===== src/rtl/ethip_pkg.sv =====
// ----------------------------------------------------------------------------
// ethip_pkg
// Shared types, codes and helpers of the Ethernet/IPv4 header parser.
// ----------------------------------------------------------------------------
`default_nettype none

package ethip_pkg;

  localparam logic [7:0]  PROTO_ICMP = 8'd1;
  localparam logic [7:0]  PROTO_TCP  = 8'd6;
  localparam logic [7:0]  PROTO_UDP  = 8'd17;
  localparam logic [15:0] ETYPE_VLAN = 16'h8100;
  localparam logic [15:0] ETYPE_IPV4 = 16'h0800;

  localparam logic KIND_HEADER  = 1'b0;
  localparam logic KIND_PAYLOAD = 1'b1;

  localparam logic [1:0] STAT_OK        = 2'd0;
  localparam logic [1:0] STAT_TCP_SHORT = 2'd1;
  localparam logic [1:0] STAT_TRUNC     = 2'd2;

  typedef struct packed {
    logic [7:0] frame_byte;
    logic       frame_end;
  } ethip_byte_t;

  typedef struct packed {
    logic        record_kind;
    logic [7:0]  ip_protocol;
    logic [31:0] source_address;
    logic [31:0] dest_address;
    logic [15:0] source_port;
    logic [15:0] dest_port;
    logic [31:0] sequence_number;
    logic [31:0] ack_number;
    logic [15:0] extra_info;
    logic [1:0]  status;
    logic [7:0]  payload_byte;
    logic        last_of_frame;
  } ethip_rec_t;

  // transport header length in bytes, zero for other protocols
  function automatic logic [4:0] l4_len(input logic [7:0] proto);
    logic [4:0] len;
    len = 5'd0;
    if (proto == PROTO_TCP) begin
      len = 5'd20;
    end else if (proto == PROTO_UDP) begin
      len = 5'd8;
    end else if (proto == PROTO_ICMP) begin
      len = 5'd4;
    end
    return len;
  endfunction

endpackage

`default_nettype wire


===== src/rtl/ethip_byte_if.sv =====
// ----------------------------------------------------------------------------
// ethip_byte_if
// Frame byte channel: one captured byte per item with an end-of-frame flag.
// ----------------------------------------------------------------------------
`default_nettype none

interface ethip_byte_if;
  logic       valid;
  logic       ready;
  logic [7:0] frame_byte;
  logic       frame_end;

  modport source (output valid, output frame_byte, output frame_end, input ready);
  modport sink   (input valid, input frame_byte, input frame_end, output ready);
endinterface

`default_nettype wire


===== src/rtl/ethip_cfg_if.sv =====
// ----------------------------------------------------------------------------
// ethip_cfg_if
// Configuration write channel carrying the link type register.
// ----------------------------------------------------------------------------
`default_nettype none

interface ethip_cfg_if;
  logic valid;
  logic ready;
  logic link_type;

  modport source (output valid, output link_type, input ready);
  modport sink   (input valid, input link_type, output ready);
endinterface

`default_nettype wire


===== src/rtl/ethip_rec_if.sv =====
// ----------------------------------------------------------------------------
// ethip_rec_if
// Result channel: header records and payload byte records.
// ----------------------------------------------------------------------------
`default_nettype none

interface ethip_rec_if;
  logic        valid;
  logic        ready;
  logic        record_kind;
  logic [7:0]  ip_protocol;
  logic [31:0] source_address;
  logic [31:0] dest_address;
  logic [15:0] source_port;
  logic [15:0] dest_port;
  logic [31:0] sequence_number;
  logic [31:0] ack_number;
  logic [15:0] extra_info;
  logic [1:0]  status;
  logic [7:0]  payload_byte;
  logic        last_of_frame;

  modport source (
    output valid, output record_kind, output ip_protocol, output source_address,
    output dest_address, output source_port, output dest_port,
    output sequence_number, output ack_number, output extra_info, output status,
    output payload_byte, output last_of_frame, input ready
  );
  modport sink (
    input valid, input record_kind, input ip_protocol, input source_address,
    input dest_address, input source_port, input dest_port,
    input sequence_number, input ack_number, input extra_info, input status,
    input payload_byte, input last_of_frame, output ready
  );
endinterface

`default_nettype wire


===== src/rtl/ethernet_ipv4_header_parser.sv =====
// ----------------------------------------------------------------------------
// ethernet_ipv4_header_parser
// Parses Ethernet/VLAN/IPv4/TCP/UDP/ICMP headers from a byte stream and emits
// one header record per IPv4 packet followed by payload byte records.
//
//   channel  dir  handshake     payload
//   byte_i   in   valid/ready   frame_byte, frame_end
//   cfg_i    in   valid/ready   link_type (always ready)
//   rec_o    out  valid/ready   header or payload byte record
//
// One item per cycle sustained while rec_o is not stalled; a record reaches
// rec_o from its byte through the input register, decode and result register.
// Reset clears the parse state and sets link_type to Ethernet.
// A stall on rec_o holds the result register; an empty input register still
// takes one more item before byte_i.ready drops.
// ----------------------------------------------------------------------------
`default_nettype none

module ethernet_ipv4_header_parser
  import ethip_pkg::*;
(
  input  wire logic   clk_i,
  input  wire logic   rst_ni,
  ethip_byte_if.sink  byte_i,
  ethip_cfg_if.sink   cfg_i,
  ethip_rec_if.source rec_o
);

  logic        link_type_q;
  ethip_byte_t in_item;
  ethip_byte_t item;
  logic        item_valid;
  logic        take;
  logic        out_free;
  logic        res_valid;
  ethip_rec_t  res;
  ethip_rec_t  rec;

  assign cfg_i.ready = 1'b1;

  always_ff @(posedge clk_i or negedge rst_ni) begin
    if (!rst_ni) begin
      link_type_q <= 1'b0;
    end else if (cfg_i.valid) begin
      link_type_q <= cfg_i.link_type;
    end
  end

  assign in_item.frame_byte = byte_i.frame_byte;
  assign in_item.frame_end  = byte_i.frame_end;
  assign take               = item_valid && out_free;

  ethip_in_stage u_in (
    .clk_i        (clk_i),
    .rst_ni       (rst_ni),
    .in_valid_i   (byte_i.valid),
    .in_item_i    (in_item),
    .in_ready_o   (byte_i.ready),
    .take_i       (take),
    .item_valid_o (item_valid),
    .item_o       (item)
  );

  ethip_parse_core u_core (
    .clk_i       (clk_i),
    .rst_ni      (rst_ni),
    .link_type_i (link_type_q),
    .item_i      (item),
    .take_i      (take),
    .res_valid_o (res_valid),
    .res_o       (res)
  );

  ethip_out_stage u_out (
    .clk_i       (clk_i),
    .rst_ni      (rst_ni),
    .load_i      (res_valid),
    .rec_i       (res),
    .free_o      (out_free),
    .out_valid_o (rec_o.valid),
    .out_ready_i (rec_o.ready),
    .rec_o       (rec)
  );

  assign rec_o.record_kind     = rec.record_kind;
  assign rec_o.ip_protocol     = rec.ip_protocol;
  assign rec_o.source_address  = rec.source_address;
  assign rec_o.dest_address    = rec.dest_address;
  assign rec_o.source_port     = rec.source_port;
  assign rec_o.dest_port       = rec.dest_port;
  assign rec_o.sequence_number = rec.sequence_number;
  assign rec_o.ack_number      = rec.ack_number;
  assign rec_o.extra_info      = rec.extra_info;
  assign rec_o.status          = rec.status;
  assign rec_o.payload_byte    = rec.payload_byte;
  assign rec_o.last_of_frame   = rec.last_of_frame;

  a_stall_only_on_output: assert property (@(posedge clk_i) disable iff (!rst_ni)
    !byte_i.ready |-> (rec_o.valid && !rec_o.ready))
    else $error("input stalled without an output stall");

  a_payload_clean: assert property (@(posedge clk_i) disable iff (!rst_ni)
    (rec_o.valid && rec_o.record_kind == KIND_PAYLOAD) |->
      (rec_o.status == STAT_OK && rec_o.ip_protocol == 8'h0 &&
       rec_o.source_address == 32'h0 && rec_o.extra_info == 16'h0))
    else $error("payload record carries header fields");

  a_trunc_ends_frame: assert property (@(posedge clk_i) disable iff (!rst_ni)
    (rec_o.valid && rec_o.status == STAT_TRUNC) |-> rec_o.last_of_frame)
    else $error("truncated record not last of frame");

  a_short_is_tcp: assert property (@(posedge clk_i) disable iff (!rst_ni)
    (rec_o.valid && rec_o.status == STAT_TCP_SHORT) |->
      (rec_o.ip_protocol == PROTO_TCP && rec_o.record_kind == KIND_HEADER))
    else $error("short header status on non-TCP record");

endmodule

`default_nettype wire


===== src/rtl/ethip_in_stage.sv =====
// ----------------------------------------------------------------------------
// ethip_in_stage
// Input register holding one frame byte until the parser takes it.
// ----------------------------------------------------------------------------
`default_nettype none

module ethip_in_stage
  import ethip_pkg::*;
(
  input  wire logic        clk_i,
  input  wire logic        rst_ni,
  input  wire logic        in_valid_i,
  input  wire ethip_byte_t in_item_i,
  output logic             in_ready_o,
  input  wire logic        take_i,
  output logic             item_valid_o,
  output ethip_byte_t      item_o
);

  logic        valid_q;
  ethip_byte_t item_q;

  assign in_ready_o   = !valid_q || take_i;
  assign item_valid_o = valid_q;
  assign item_o       = item_q;

  always_ff @(posedge clk_i or negedge rst_ni) begin
    if (!rst_ni) begin
      valid_q <= 1'b0;
    end else if (in_ready_o) begin
      valid_q <= in_valid_i;
    end
  end

  always_ff @(posedge clk_i) begin
    if (in_ready_o && in_valid_i) begin
      item_q <= in_item_i;
    end
  end

endmodule

`default_nettype wire


===== src/rtl/ethip_parse_core.sv =====
// ----------------------------------------------------------------------------
// ethip_parse_core
// Per-frame parse state and the single-pass decode of one byte.
// ----------------------------------------------------------------------------
`default_nettype none

module ethip_parse_core
  import ethip_pkg::*;
(
  input  wire logic        clk_i,
  input  wire logic        rst_ni,
  input  wire logic        link_type_i,
  input  wire ethip_byte_t item_i,
  input  wire logic        take_i,
  output logic             res_valid_o,
  output ethip_rec_t       res_o
);

  localparam logic [2:0] PH_START   = 3'd0;
  localparam logic [2:0] PH_ETH     = 3'd1;
  localparam logic [2:0] PH_VLAN    = 3'd2;
  localparam logic [2:0] PH_IP      = 3'd3;
  localparam logic [2:0] PH_OPTS    = 3'd4;
  localparam logic [2:0] PH_L4      = 3'd5;
  localparam logic [2:0] PH_PAYLOAD = 3'd6;
  localparam logic [2:0] PH_DROP    = 3'd7;

  logic [2:0]  phase_q, phase_d;
  logic [5:0]  pos_q, pos_d;
  logic [15:0] etype_q, etype_d;
  logic [5:0]  ihl_q, ihl_d;
  logic [15:0] rem_q, rem_d;
  logic [7:0]  proto_q, proto_d;
  logic [31:0] saddr_q, saddr_d;
  logic [31:0] daddr_q, daddr_d;
  logic [31:0] ports_q, ports_d;
  logic [31:0] seq_q, seq_d;
  logic [31:0] ack_q, ack_d;
  logic [15:0] info_q, info_d;
  logic        short_q, short_d;

  logic        emit;
  logic        emit_kind;
  logic [1:0]  emit_stat;
  logic        emit_last;

  always_comb begin
    logic [2:0]  ph;
    logic [7:0]  b;
    logic        e;
    logic [5:0]  k;
    logic        ip_done;
    logic [4:0]  l4;
    logic [31:0] b32;
    logic [4:0]  sh4;
    logic [3:0]  sh2;

    b   = item_i.frame_byte;
    e   = item_i.frame_end;
    k   = pos_q;
    b32 = {24'h0, b};
    sh4 = {~k[1:0], 3'b000};
    sh2 = {~k[0], 3'b000};
    ph  = phase_q;
    if (ph == PH_START) begin
      ph = link_type_i ? PH_IP : PH_ETH;
    end

    phase_d   = ph;
    pos_d     = pos_q;
    etype_d   = etype_q;
    ihl_d     = ihl_q;
    rem_d     = rem_q;
    proto_d   = proto_q;
    saddr_d   = saddr_q;
    daddr_d   = daddr_q;
    ports_d   = ports_q;
    seq_d     = seq_q;
    ack_d     = ack_q;
    info_d    = info_q;
    short_d   = short_q;
    emit      = 1'b0;
    emit_kind = KIND_HEADER;
    emit_stat = STAT_OK;
    emit_last = 1'b0;
    ip_done   = 1'b0;
    l4        = l4_len(proto_q);

    case (ph)
      PH_ETH: begin
        if (k >= 6'd12) begin
          etype_d = etype_q | (16'(b) << sh2);
        end
        pos_d = k + 6'd1;
        if (k == 6'd13) begin
          pos_d = 6'd0;
          if (etype_d == ETYPE_VLAN) begin
            etype_d = 16'h0;
            phase_d = PH_VLAN;
          end else begin
            phase_d = (etype_d == ETYPE_IPV4) ? PH_IP : PH_DROP;
          end
        end
      end
      PH_VLAN: begin
        if (k >= 6'd2) begin
          etype_d = etype_q | (16'(b) << sh2);
        end
        pos_d = k + 6'd1;
        if (k == 6'd3) begin
          pos_d   = 6'd0;
          phase_d = (etype_d == ETYPE_IPV4) ? PH_IP : PH_DROP;
        end
      end
      PH_IP: begin
        if (k == 6'd0) begin
          ihl_d = {b[3:0], 2'b00};
        end else if (k == 6'd2) begin
          rem_d = rem_q | {b, 8'h00};
        end else if (k == 6'd3) begin
          rem_d = rem_q | {8'h00, b};
        end else if (k == 6'd9) begin
          proto_d = b;
        end else if (k >= 6'd12 && k < 6'd16) begin
          saddr_d = saddr_q | (b32 << sh4);
        end else if (k >= 6'd16) begin
          daddr_d = daddr_q | (b32 << sh4);
        end
        pos_d = k + 6'd1;
        if (k == 6'd19) begin
          rem_d = (rem_d > {10'h0, ihl_d}) ? rem_d - {10'h0, ihl_d} : 16'h0;
          if (ihl_d > 6'd20) begin
            if (e) begin
              emit      = 1'b1;
              emit_stat = STAT_TRUNC;
              emit_last = 1'b1;
              phase_d   = PH_DROP;
            end else begin
              phase_d = PH_OPTS;
              pos_d   = 6'd0;
            end
          end else begin
            ip_done = 1'b1;
          end
        end else if (e) begin
          emit      = 1'b1;
          emit_stat = STAT_TRUNC;
          emit_last = 1'b1;
          phase_d   = PH_DROP;
        end
      end
      PH_OPTS: begin
        pos_d = k + 6'd1;
        if ({1'b0, k} + 7'd1 >= {1'b0, ihl_q} - 7'd20) begin
          ip_done = 1'b1;
        end else if (e) begin
          emit      = 1'b1;
          emit_stat = STAT_TRUNC;
          emit_last = 1'b1;
          phase_d   = PH_DROP;
        end
      end
      PH_L4: begin
        if (proto_q == PROTO_TCP) begin
          if (k < 6'd4) begin
            ports_d = ports_q | (b32 << sh4);
          end else if (k < 6'd8) begin
            seq_d = seq_q | (b32 << sh4);
          end else if (k < 6'd12) begin
            ack_d = ack_q | (b32 << sh4);
          end else if (k == 6'd12) begin
            short_d = b[7:4] < 4'd5;
          end else if (k == 6'd13) begin
            info_d = {8'h00, b};
          end
        end else if (proto_q == PROTO_UDP) begin
          if (k < 6'd4) begin
            ports_d = ports_q | (b32 << sh4);
          end
        end else if (proto_q == PROTO_ICMP) begin
          if (k < 6'd2) begin
            info_d = info_q | (16'(b) << sh2);
          end
        end
        rem_d = rem_q - 16'd1;
        pos_d = k + 6'd1;
        if ({1'b0, k} + 7'd1 >= {2'b00, l4}) begin
          emit      = 1'b1;
          emit_last = e || (rem_d == 16'h0);
          emit_stat = (proto_q == PROTO_TCP && short_d) ? STAT_TCP_SHORT : STAT_OK;
          phase_d   = emit_last ? PH_DROP : PH_PAYLOAD;
        end else if (e || rem_d == 16'h0) begin
          emit      = 1'b1;
          emit_stat = STAT_TRUNC;
          emit_last = 1'b1;
          phase_d   = PH_DROP;
        end
      end
      PH_PAYLOAD: begin
        rem_d     = rem_q - 16'd1;
        emit      = 1'b1;
        emit_kind = KIND_PAYLOAD;
        emit_last = e || (rem_d == 16'h0);
        if (emit_last) begin
          phase_d = PH_DROP;
        end
      end
      default: begin
      end
    endcase

    if (ip_done) begin
      if (l4_len(proto_d) == 5'd0) begin
        emit      = 1'b1;
        emit_last = e || (rem_d == 16'h0);
        phase_d   = emit_last ? PH_DROP : PH_PAYLOAD;
      end else if (e || rem_d == 16'h0) begin
        emit      = 1'b1;
        emit_stat = STAT_TRUNC;
        emit_last = 1'b1;
        phase_d   = PH_DROP;
      end else begin
        phase_d = PH_L4;
        pos_d   = 6'd0;
      end
    end

    res_o = '0;
    res_o.record_kind   = emit_kind;
    res_o.last_of_frame = emit_last;
    if (emit_kind == KIND_PAYLOAD) begin
      res_o.payload_byte = b;
    end else begin
      res_o.ip_protocol     = proto_d;
      res_o.source_address  = saddr_d;
      res_o.dest_address    = daddr_d;
      res_o.source_port     = ports_d[31:16];
      res_o.dest_port       = ports_d[15:0];
      res_o.sequence_number = seq_d;
      res_o.ack_number      = ack_d;
      res_o.extra_info      = info_d;
      res_o.status          = emit_stat;
    end
  end

  assign res_valid_o = take_i && emit;

  always_ff @(posedge clk_i or negedge rst_ni) begin
    if (!rst_ni) begin
      phase_q <= PH_START;
      pos_q   <= '0;
      etype_q <= '0;
      ihl_q   <= '0;
      rem_q   <= '0;
      proto_q <= '0;
      saddr_q <= '0;
      daddr_q <= '0;
      ports_q <= '0;
      seq_q   <= '0;
      ack_q   <= '0;
      info_q  <= '0;
      short_q <= 1'b0;
    end else if (take_i) begin
      if (item_i.frame_end) begin
        phase_q <= PH_START;
        pos_q   <= '0;
        etype_q <= '0;
        ihl_q   <= '0;
        rem_q   <= '0;
        proto_q <= '0;
        saddr_q <= '0;
        daddr_q <= '0;
        ports_q <= '0;
        seq_q   <= '0;
        ack_q   <= '0;
        info_q  <= '0;
        short_q <= 1'b0;
      end else begin
        phase_q <= phase_d;
        pos_q   <= pos_d;
        etype_q <= etype_d;
        ihl_q   <= ihl_d;
        rem_q   <= rem_d;
        proto_q <= proto_d;
        saddr_q <= saddr_d;
        daddr_q <= daddr_d;
        ports_q <= ports_d;
        seq_q   <= seq_d;
        ack_q   <= ack_d;
        info_q  <= info_d;
        short_q <= short_d;
      end
    end
  end

endmodule

`default_nettype wire


===== src/rtl/ethip_out_stage.sv =====
// ----------------------------------------------------------------------------
// ethip_out_stage
// Result register holding one record until the consumer takes it.
// ----------------------------------------------------------------------------
`default_nettype none

module ethip_out_stage
  import ethip_pkg::*;
(
  input  wire logic       clk_i,
  input  wire logic       rst_ni,
  input  wire logic       load_i,
  input  wire ethip_rec_t rec_i,
  output logic            free_o,
  output logic            out_valid_o,
  input  wire logic       out_ready_i,
  output ethip_rec_t      rec_o
);

  logic       valid_q;
  ethip_rec_t rec_q;

  assign free_o      = !valid_q || out_ready_i;
  assign out_valid_o = valid_q;
  assign rec_o       = rec_q;

  always_ff @(posedge clk_i or negedge rst_ni) begin
    if (!rst_ni) begin
      valid_q <= 1'b0;
    end else if (load_i) begin
      valid_q <= 1'b1;
    end else if (out_ready_i) begin
      valid_q <= 1'b0;
    end
  end

  always_ff @(posedge clk_i) begin
    if (load_i) begin
      rec_q <= rec_i;
    end
  end

endmodule

`default_nettype wire

===== src/flat_wrapper.sv =====
// flat-port wrapper written by rule: the top's interface ports become plain ports
module ethernet_ipv4_header_parser_flat import ethip_pkg::*;
  (clk_i, rst_ni, byte_i_valid, byte_i_frame_byte, byte_i_frame_end, byte_i_ready, cfg_i_valid, cfg_i_link_type, cfg_i_ready, rec_o_valid, rec_o_record_kind, rec_o_ip_protocol, rec_o_source_address, rec_o_dest_address, rec_o_source_port, rec_o_dest_port, rec_o_sequence_number, rec_o_ack_number, rec_o_extra_info, rec_o_status, rec_o_payload_byte, rec_o_last_of_frame, rec_o_ready);
  ethip_byte_if byte_i_i ();
  ethip_cfg_if cfg_i_i ();
  ethip_rec_if rec_o_i ();
  input  wire logic clk_i;
  input  wire logic rst_ni;
  input wire logic [$bits(byte_i_i.valid)-1:0] byte_i_valid;
  input wire logic [$bits(byte_i_i.frame_byte)-1:0] byte_i_frame_byte;
  input wire logic [$bits(byte_i_i.frame_end)-1:0] byte_i_frame_end;
  output wire logic [$bits(byte_i_i.ready)-1:0] byte_i_ready;
  input wire logic [$bits(cfg_i_i.valid)-1:0] cfg_i_valid;
  input wire logic [$bits(cfg_i_i.link_type)-1:0] cfg_i_link_type;
  output wire logic [$bits(cfg_i_i.ready)-1:0] cfg_i_ready;
  output wire logic [$bits(rec_o_i.valid)-1:0] rec_o_valid;
  output wire logic [$bits(rec_o_i.record_kind)-1:0] rec_o_record_kind;
  output wire logic [$bits(rec_o_i.ip_protocol)-1:0] rec_o_ip_protocol;
  output wire logic [$bits(rec_o_i.source_address)-1:0] rec_o_source_address;
  output wire logic [$bits(rec_o_i.dest_address)-1:0] rec_o_dest_address;
  output wire logic [$bits(rec_o_i.source_port)-1:0] rec_o_source_port;
  output wire logic [$bits(rec_o_i.dest_port)-1:0] rec_o_dest_port;
  output wire logic [$bits(rec_o_i.sequence_number)-1:0] rec_o_sequence_number;
  output wire logic [$bits(rec_o_i.ack_number)-1:0] rec_o_ack_number;
  output wire logic [$bits(rec_o_i.extra_info)-1:0] rec_o_extra_info;
  output wire logic [$bits(rec_o_i.status)-1:0] rec_o_status;
  output wire logic [$bits(rec_o_i.payload_byte)-1:0] rec_o_payload_byte;
  output wire logic [$bits(rec_o_i.last_of_frame)-1:0] rec_o_last_of_frame;
  input wire logic [$bits(rec_o_i.ready)-1:0] rec_o_ready;
  assign byte_i_i.valid = byte_i_valid;
  assign byte_i_i.frame_byte = byte_i_frame_byte;
  assign byte_i_i.frame_end = byte_i_frame_end;
  assign byte_i_ready = byte_i_i.ready;
  assign cfg_i_i.valid = cfg_i_valid;
  assign cfg_i_i.link_type = cfg_i_link_type;
  assign cfg_i_ready = cfg_i_i.ready;
  assign rec_o_valid = rec_o_i.valid;
  assign rec_o_record_kind = rec_o_i.record_kind;
  assign rec_o_ip_protocol = rec_o_i.ip_protocol;
  assign rec_o_source_address = rec_o_i.source_address;
  assign rec_o_dest_address = rec_o_i.dest_address;
  assign rec_o_source_port = rec_o_i.source_port;
  assign rec_o_dest_port = rec_o_i.dest_port;
  assign rec_o_sequence_number = rec_o_i.sequence_number;
  assign rec_o_ack_number = rec_o_i.ack_number;
  assign rec_o_extra_info = rec_o_i.extra_info;
  assign rec_o_status = rec_o_i.status;
  assign rec_o_payload_byte = rec_o_i.payload_byte;
  assign rec_o_last_of_frame = rec_o_i.last_of_frame;
  assign rec_o_i.ready = rec_o_ready;
  ethernet_ipv4_header_parser u_core (.clk_i(clk_i), .rst_ni(rst_ni), .byte_i(byte_i_i), .cfg_i(cfg_i_i), .rec_o(rec_o_i));
endmodule

===== config.mk =====
export PLATFORM = sky130hd
export DESIGN_NAME = ethernet_ipv4_header_parser_flat
export DESIGN_NICKNAME = d
export VERILOG_FILES = /design/src/rtl/ethip_pkg.sv /design/src/rtl/ethip_byte_if.sv /design/src/rtl/ethip_cfg_if.sv /design/src/rtl/ethip_rec_if.sv /design/src/rtl/ethernet_ipv4_header_parser.sv /design/src/rtl/ethip_in_stage.sv /design/src/rtl/ethip_parse_core.sv /design/src/rtl/ethip_out_stage.sv /design/src/flat_wrapper.sv
export SDC_FILE = /design/constraint.sdc
export NUM_CORES = 1
export LEC_CHECK = 0
export BUFFER_PORTS_ARGS = -buffer_cell sky130_fd_sc_hd__buf_2
export CAP_MARGIN = 0
export CELL_PAD_IN_SITES_DETAIL_PLACEMENT = 2
export CELL_PAD_IN_SITES_GLOBAL_PLACEMENT = 2
export CORE_AREA = 2 2 232 234
export DETAILED_ROUTE_END_ITERATION = 10
export DIE_AREA = 0 0 234 236
export PLACE_DENSITY_LB_ADDON = 0.1
export SYNTH_ARGS = -nofsm -noshare
export SYNTH_HDL_FRONTEND = slang
export SYNTH_SLANG_ARGS = --single-unit

===== constraint.sdc =====
create_clock -name clk_i -period 14.85 [get_ports clk_i]
set_input_delay 0.7425 -clock clk_i [delete_from_list [all_inputs] [get_ports clk_i]]
set_output_delay 0.7425 -clock clk_i [all_outputs]
set_load 0.02 [all_outputs]

==> results of run 1 <==
## cell families after synthesis
family          after synthesis  synth area share
compound gates              571             0.175
xor+xnor                     20           0.00885
fa+ha+maj                    23            0.0149
buf+inv                     167            0.0337
flops                       440             0.608
mux                           9           0.00462
other cells                   1          0.000190
simple gates                686             0.154
## worst max-delay path, stage by stage, from the launching register on
cell and delay (ps):
dfrtp_1 720, buf_4 420, inv_1 210, ha_1 360, nand2_1 350, and2_1 190, ha_1 170, inv_1 70
fa_1 460, a21o_1 220, a22o_1 290, o21ai_0 180, nand4_1 200, o21ai_1 720, o21ai_1 290, nor4_4 600
o41ai_1 230, nor2_4 230, buf_4 730, buf_4 740
## per-layer routing
layer  up-vias  global-route usage  share of wire  wire (um)
met4         0               0.103          0.036       2680
met3       141              0.0317          0.036       2730
li1       7143                   -              -          -
met2       367               0.435           0.48      35900
met5         -                   0              0          0
met1      8466               0.381           0.45      33600
## area by class of cell
cell class                      count  area [sq um]
Clock buffer                       66          1350
Clock inverter                     24           208
Fill cell                        5594         30000
Inverter                           19          71.3
Multi-Input combinational cell   1310          7140
Sequential cell                   440         12000
Tap cell                          696           871
Timing Repair Buffer              248          1340
## power by group
| group | total [mW] | switching, mW | leakage, nW | internal, mW |
|---|---|---|---|---|
| logic | 1.42 | 1.04 | 3.93 | 0.379 |
| clock network | 1.19 | 0.519 | 0.754 | 0.675 |
| registers | 1.58 | 0.125 | 5.21 | 1.46 |
## per-stage QoR
stage / power (mW) / util
2_1_floorplan: 2.51 / -
3_3_place_gp: 2.97 / 0.404
3_5_place_dp: 3.01 / 0.404
4_1_cts: 4.21 / 0.434
5_1_grt: 4.40 / 0.434
6_report: 4.19 / 0.434
## state kept, by name (all words and copies together), names as in the netlist
name,cells
u_core.u_core.saddr_q,32
u_core.u_core.proto_q,8
u_core.u_core.seq_q,32
u_core.u_core.etype_q,16
u_core.u_in.item_o,9
u_core.u_core.rem_q,16
u_core.u_core.ports_q,32
u_core.u_out.rec_o,196
u_core.u_core.info_q,16
u_core.u_core.phase_q,3
u_core.u_core.daddr_q,32
u_core.u_in.item_valid_o,1
u_core.u_core.pos_q,6
u_core.u_core.ack_q,32
u_core.u_core.ihl_q,6
u_core.u_out.out_valid_o,1
u_core.u_core.short_q,1
u_core.link_type_q,1
## worst min-delay path by stage
| stage | end | slack, ps | cells past startpoint |
|---|---|---|---|
| finish | u_core.u_core.ack_q[29]$_DFFE_PN0P_ | 190 | 1 |
| global route | u_core.u_core.ack_q[25]$_DFFE_PN0P_ | 260 | 1 |
| CTS | u_core.u_core.ack_q[25]$_DFFE_PN0P_ | 240 | 1 |
| detailed placement | u_core.u_core.saddr_q[12]$_DFFE_PN0P_ | 470 | 2 |
| global placement | u_core.u_core.seq_q[8]$_DFFE_PN0P_ | 460 | 2 |
| floorplan | u_core.link_type_q$_DFFE_PN0P_ | 450 | 0 |
## synthesized netlist by cell type, types with 4 or more instances
| library cell | instances |
|---|---|
| edfxtp_1 | 205 |
| inv_1 | 17 |
| nor2b_1 | 18 |
| o21ai_0 | 165 |
| mux2i_1 | 8 |
| or3_1 | 5 |
| nand2_1 | 239 |
| nor3b_1 | 10 |
| nor3_1 | 27 |
| and3_1 | 21 |
| a21o_1 | 10 |
| buf_2 | 5 |
| nand3_1 | 12 |
| nand2b_1 | 16 |
| a21oi_1 | 218 |
| a22oi_1 | 18 |
| o21ai_1 | 5 |
| or3b_2 | 4 |
| nor4_1 | 20 |
| or2_2 | 9 |
| dfrtp_1 | 235 |
| xor2_1 | 11 |
| xnor2_1 | 9 |
| clkbuf_1 | 134 |
| nand4_1 | 8 |
| a22o_1 | 80 |
| a31oi_1 | 19 |
| nor2_1 | 265 |
| a211oi_1 | 4 |
| and2_1 | 13 |
| ha_1 | 22 |
| a32o_1 | 8 |
| or4_1 | 7 |
==> results.yml, run 1 <==
run_status:
  status: "finished, final reports clean"
critical_path:
  r2r_end: "u_core.u_out.rec_o[106]$_SDFFCE_PP0P_"
  crit_end: "u_core.u_out.rec_o[106]$_SDFFCE_PP0P_"
  crit_start: "u_core.u_core.pos_q[0]$_DFFE_PN0P_"
  crit_type: "reg2reg"
  crit_fanout: 71
  r2r_cells: 19
  r2r-start: "u_core.u_core.pos_q[0]$_DFFE_PN0P_"
  critPathRequiredTime_ps: 15080
  startpoint_type: "flop"
  cp_data_arrival_time_ps: 8220
  rrSetupSlack_ps: 6850
  crit_path_end_kind: "flop"
yosys:
  synthesis.nets: 1955
  syn_area_sq_um: 19800
  synth_cell_types: 77
  yosysWarnings: 0
  syn_avg_cell_area_sq_um: 10.3
  synth_flop_cell: "dfrtp_1"
  synth_top_area_frac: 0.311
  ys_seq_elements: 440
  syn_inst: 1917
  async_flop_share: 0.534
  yosys-top-cells-area: "edfxtp_1 31%, dfrtp_1 30%, a21oi_1 5.5%"
  yosysSeqAreaShare: 0.608
  synth_edf_count: 205
  synth_area_leader_cell: "edfxtp_1"
floorplan:
  fp.dieH_um: 236
  die_area_sq_um: 55200
  core_sq_um: 53100
  io_pins: 214
  die_w_um: 234
  initial_utilization: 0.373
  std_cell_rows: 85
flow_run:
  cap_violations: 0
timing:
  finClkSkew_ps: 20.4
  fmax_ghz: 0.125
  final.period_utilization: 0.539
  rsz0062_at_grt: "false"
  finalCriticalPeriod_ps: 8000
  worst_slack_ps: 6850
  finalHoldViolCount: 0
  final.setup.tns_ps: 0
  setup_viol: 0
  tightest_slew_ps: 1260
  max_slew_margin: 0.156
  whs_ps: 195
  final_max_slew_viol_count: 0
route:
  num_vias: 16100
  drt_first_pass_iters: 5
  wl_per_cell_um: 26.7
  drt_iter0_drc: 1049
  wirelength_um: 74900
  viasPerCell: 5.75
  drtAntennaViolNets: 0
  route.detailed.drc: 0
cells_and_area:
  area_delta_synth_final_pct: 16.3
  final_area_sq_um: 23000
  stdcell_count: 2803
  drive_gt1_frac: 0.168
  final_cell_mix: "263 x nor2_1, 238 x nand2_1, 235 x dfrtp_1, 218 x a21oi_1, 211 x buf_2"
  mostFrequentLayoutCell: "nor2_1"
  diodes: 0
  fin_nets: 2106
clock_tree:
  cts_htree_levels: 2
  clock-sinks: 440
  cts_tree: "yes"
  clkTransAtPathRegs_ps: 60
  cts_made_buffers: 49
  post_cts_buffers: 0
  clock_path_buffers: 3
  cts_resized: 0
  insertion_delay_ps: 610
  cts_root_buf: "clkbuf_16"
  cts_hold_buffers: 0
placement:
  hpwlAfterDp_um: 50700
  place_area_sq_um: 21500
  placedCellCount: 2713
  dpl_worst_slack_ps: 6930
  portBuffers: 212
  gp_congestion: 0.873
power:
  ir_drop_mv: 0.0910
  p_leak_nw: 9.90
  pwr_density_cell_nw_per_um2: 182
global_route:
  grt.overflow.total: 0
  grt_pass1_vias: 17200
  grt_max_degree: 103
  grt_use_total: 0.273
  grt_antenna_before_repair: 0
  grt_pass1_wl_um: 112000
worst_hold_path:
  hold_class: "in2async"
(Power assumes the default switching activity.)
==> run 2, diff against run 1 <==
--- a/config.mk
+++ b/config.mk
@@ -9,9 +9,9 @@
 export CAP_MARGIN = 0
 export CELL_PAD_IN_SITES_DETAIL_PLACEMENT = 2
 export CELL_PAD_IN_SITES_GLOBAL_PLACEMENT = 2
-export CORE_AREA = 2 2 232 234
+export CORE_AREA = 2 2 245 247
 export DETAILED_ROUTE_END_ITERATION = 10
-export DIE_AREA = 0 0 234 236
+export DIE_AREA = 0 0 247 249
 export PLACE_DENSITY_LB_ADDON = 0.1
 export SYNTH_ARGS = -nofsm -noshare
 export SYNTH_HDL_FRONTEND = slang
==> constraint.sdc (replaced) <==
create_clock -name clk_i -period 6.5 [get_ports clk_i]
set_input_delay 0.325 -clock clk_i [delete_from_list [all_inputs] [get_ports clk_i]]
set_output_delay 0.325 -clock clk_i [all_outputs]
set_load 0.02 [all_outputs]
==> run 2 against run 1 <==
First-iteration DRC count rose by 9.4%. Combinational power increased by 140%. Sequential cell count unchanged. Setup slack worse by 6300 ps. Critical path type unchanged. Wire length is 0.69% lower. Clock power grew to 2.6 times the previous value. Count of clock-buffer cells in the layout shrank 1. Sequential power rose by 130%. Critical endpoint is now u_core.u_out.rec_o[179]$_SDFFCE_PP0P_.
==> results.yml, run 2 (synthesized netlist as in run 1, its figures left out) <==
route:
  wl_per_cell_um: 25.6
  drtAntennaViolNets: 0
  drt_iter0_drc: 1148
  drt_first_pass_iters: 7
  viasPerCell: 5.49
  wirelength_um: 74400
  route.detailed.drc: 0
  num_vias: 15900
timing:
  final.period_utilization: 0.912
  setup_viol: 0
  finalHoldViolCount: 0
  max_slew_margin: 0.290
  fmax_ghz: 0.169
  final_max_slew_viol_count: 0
  whs_ps: 337
  tightest_slew_ps: 1050
  final.setup.tns_ps: 0
  rsz0062_at_grt: "false"
  finalCriticalPeriod_ps: 5930
  finClkSkew_ps: 17.5
  worst_slack_ps: 573
critical_path:
  cp_data_arrival_time_ps: 6200
  cp_top_family: "simple AND/OR/NAND/NOR gates"
  crit_path_end_kind: "flop"
  cp_cell_sequence: "clkinv_4, ha_4, nand2_4, and2_1, ha_1, inv_1, fa_2, a21o_1, a22o_1, or3_1, xnor2_1, nand4_1, nor4_1, a21oi_1, nor4_4, o41ai_2, nor2_4, buf_4"
  crit_fanout: 21
  critPathRequiredTime_ps: 6780
  critical-path-slowest-cell: "dfrtp_1"
  startpoint_type: "flop"
  crit_type: "reg2reg"
  crit_buf_inv: 3
  cpPeakStageDelay_ps: 790
floorplan:
  die_w_um: 247
  std_cell_rows: 89
  core_sq_um: 58700
  fp.dieH_um: 249
  die_area_sq_um: 61500
  initial_utilization: 0.337
  io_pins: 214
clock_tree:
  cts_made_buffers: 49
  cts_root_buf: "clkbuf_16"
  clkTransAtPathRegs_ps: 60
  cts_htree_levels: 2
  clock_path_buffers: 3
  insertion_delay_ps: 600
  post_cts_buffers: 0
  clock-sinks: 440
  cts_tree: "yes"
placement:
  placedCellCount: 2796
  dpl_worst_slack_ps: 571
  hpwlAfterDp_um: 50500
  gp_congestion: 0.884
  portBuffers: 212
cells_and_area:
  stdcell_count: 2900
  diodes: 0
  area_delta_synth_final_pct: 19.6
  largest_register_ffs: 196
  drive_gt1_frac: 0.179
  utilization: 0.403
  fin_nets: 2125
  fill_cells: 6136
  final_cell_mix: "262 x nor2_1, 236 x nand2_1, 235 x dfrtp_1, 217 x a21oi_1, 211 x buf_2"
  mostFrequentLayoutCell: "nor2_1"
power:
  pwr_density_cell_nw_per_um2: 424
  ir_drop_mv: 0.287
  p_leak_nw: 10.1
global_route:
  grt_pass1_vias: 17300
  grt_pass1_wl_um: 112000
  grt_max_degree: 142
  grt_antenna_before_repair: 1
  grt_use_total: 0.242
  grt.overflow.total: 0
run_status:
  status: "finished, final reports clean"
worst_hold_path:
  hold_class: "in2async"
flow_run:
  cap_violations: 0
[run 2: final cells by class]
| cell class | instances | area (sq um) | share of cell area |
|---|---|---|---|
| Multi-Input combinational cell | 1310 | 7240 | 0.306 |
| Inverter | 19 | 81.3 | 0.00344 |
| Clock inverter | 26 | 394 | 0.0167 |
| Timing Repair Buffer | 267 | 1580 | 0.0667 |
| Tap cell | 773 | 967 | 0.0409 |
| Clock buffer | 65 | 1370 | 0.0578 |
| Sequential cell | 440 | 12000 | 0.509 |
[run 2: per-layer routing]
layer	global-route usage	vias up	share of wire
met5	0	-	0
met4	0.0690	0	0.028
met3	0.0319	105	0.041
met2	0.403	332	0.49
met1	0.329	8305	0.44
li1	-	7178	-
[run 2: final timing paths]
kind / startpoint / to / slack, ps / cells after the start
worst max-delay path: u_core.u_core.pos_q[1]$_DFFE_PN0P_ / u_core.u_out.rec_o[179]$_SDFFCE_PP0P_ / 570 / 18
worst min-delay path: rst_ni / u_core.u_core.info_q[7]$_DFFE_PN0P_ / 340 / 2
worst max register to register: u_core.u_core.pos_q[1]$_DFFE_PN0P_ / u_core.u_out.rec_o[179]$_SDFFCE_PP0P_ / 570 / 18
worst min register to register: u_core.u_core.seq_q[8]$_DFFE_PN0P_ / u_core.u_core.seq_q[8]$_DFFE_PN0P_ / 480 / 2
max in group asynchronous: rst_ni / u_core.u_core.saddr_q[15]$_DFFE_PN0P_ / 4790 / 3
min in group clk_i: rec_o_ready / u_core.u_in.item_valid_o$_DFFE_PN0N_ / 410 / 4
[run 2: worst reg2reg max path, stage by stage (launching register included)]
cell,delay [ps]
dfrtp_1,790
clkinv_4,220
ha_4,270
nand2_4,140
and2_1,150
ha_1,160
inv_1,80
fa_2,400
a21o_1,180
a22o_1,260
or3_1,400
xnor2_1,230
nand4_1,120
nor4_1,400
a21oi_1,180
nor4_4,370
o41ai_2,190
nor2_4,650
buf_4,430
[run 2: through the flow]
step	instance area, sq um	total power, mW
finish	23700	10.0
global route	23700	10.5
CTS	23700	10.1
detailed placement	21800	7.02
global placement	21800	6.93
floorplan	19900	5.78
[run 2: timing repair]
action                    CTS  global route
gates resized for setup     0             0
hold endpoints to repair  105             0
hold buffers               13             0
[run 2: report_power, final]
group | internal (mW) | total, mW | switching, mW
clock network | 1.87 | 3.06 | 1.19
registers | 3.32 | 3.61 | 0.292
logic | 0.988 | 3.37 | 2.38
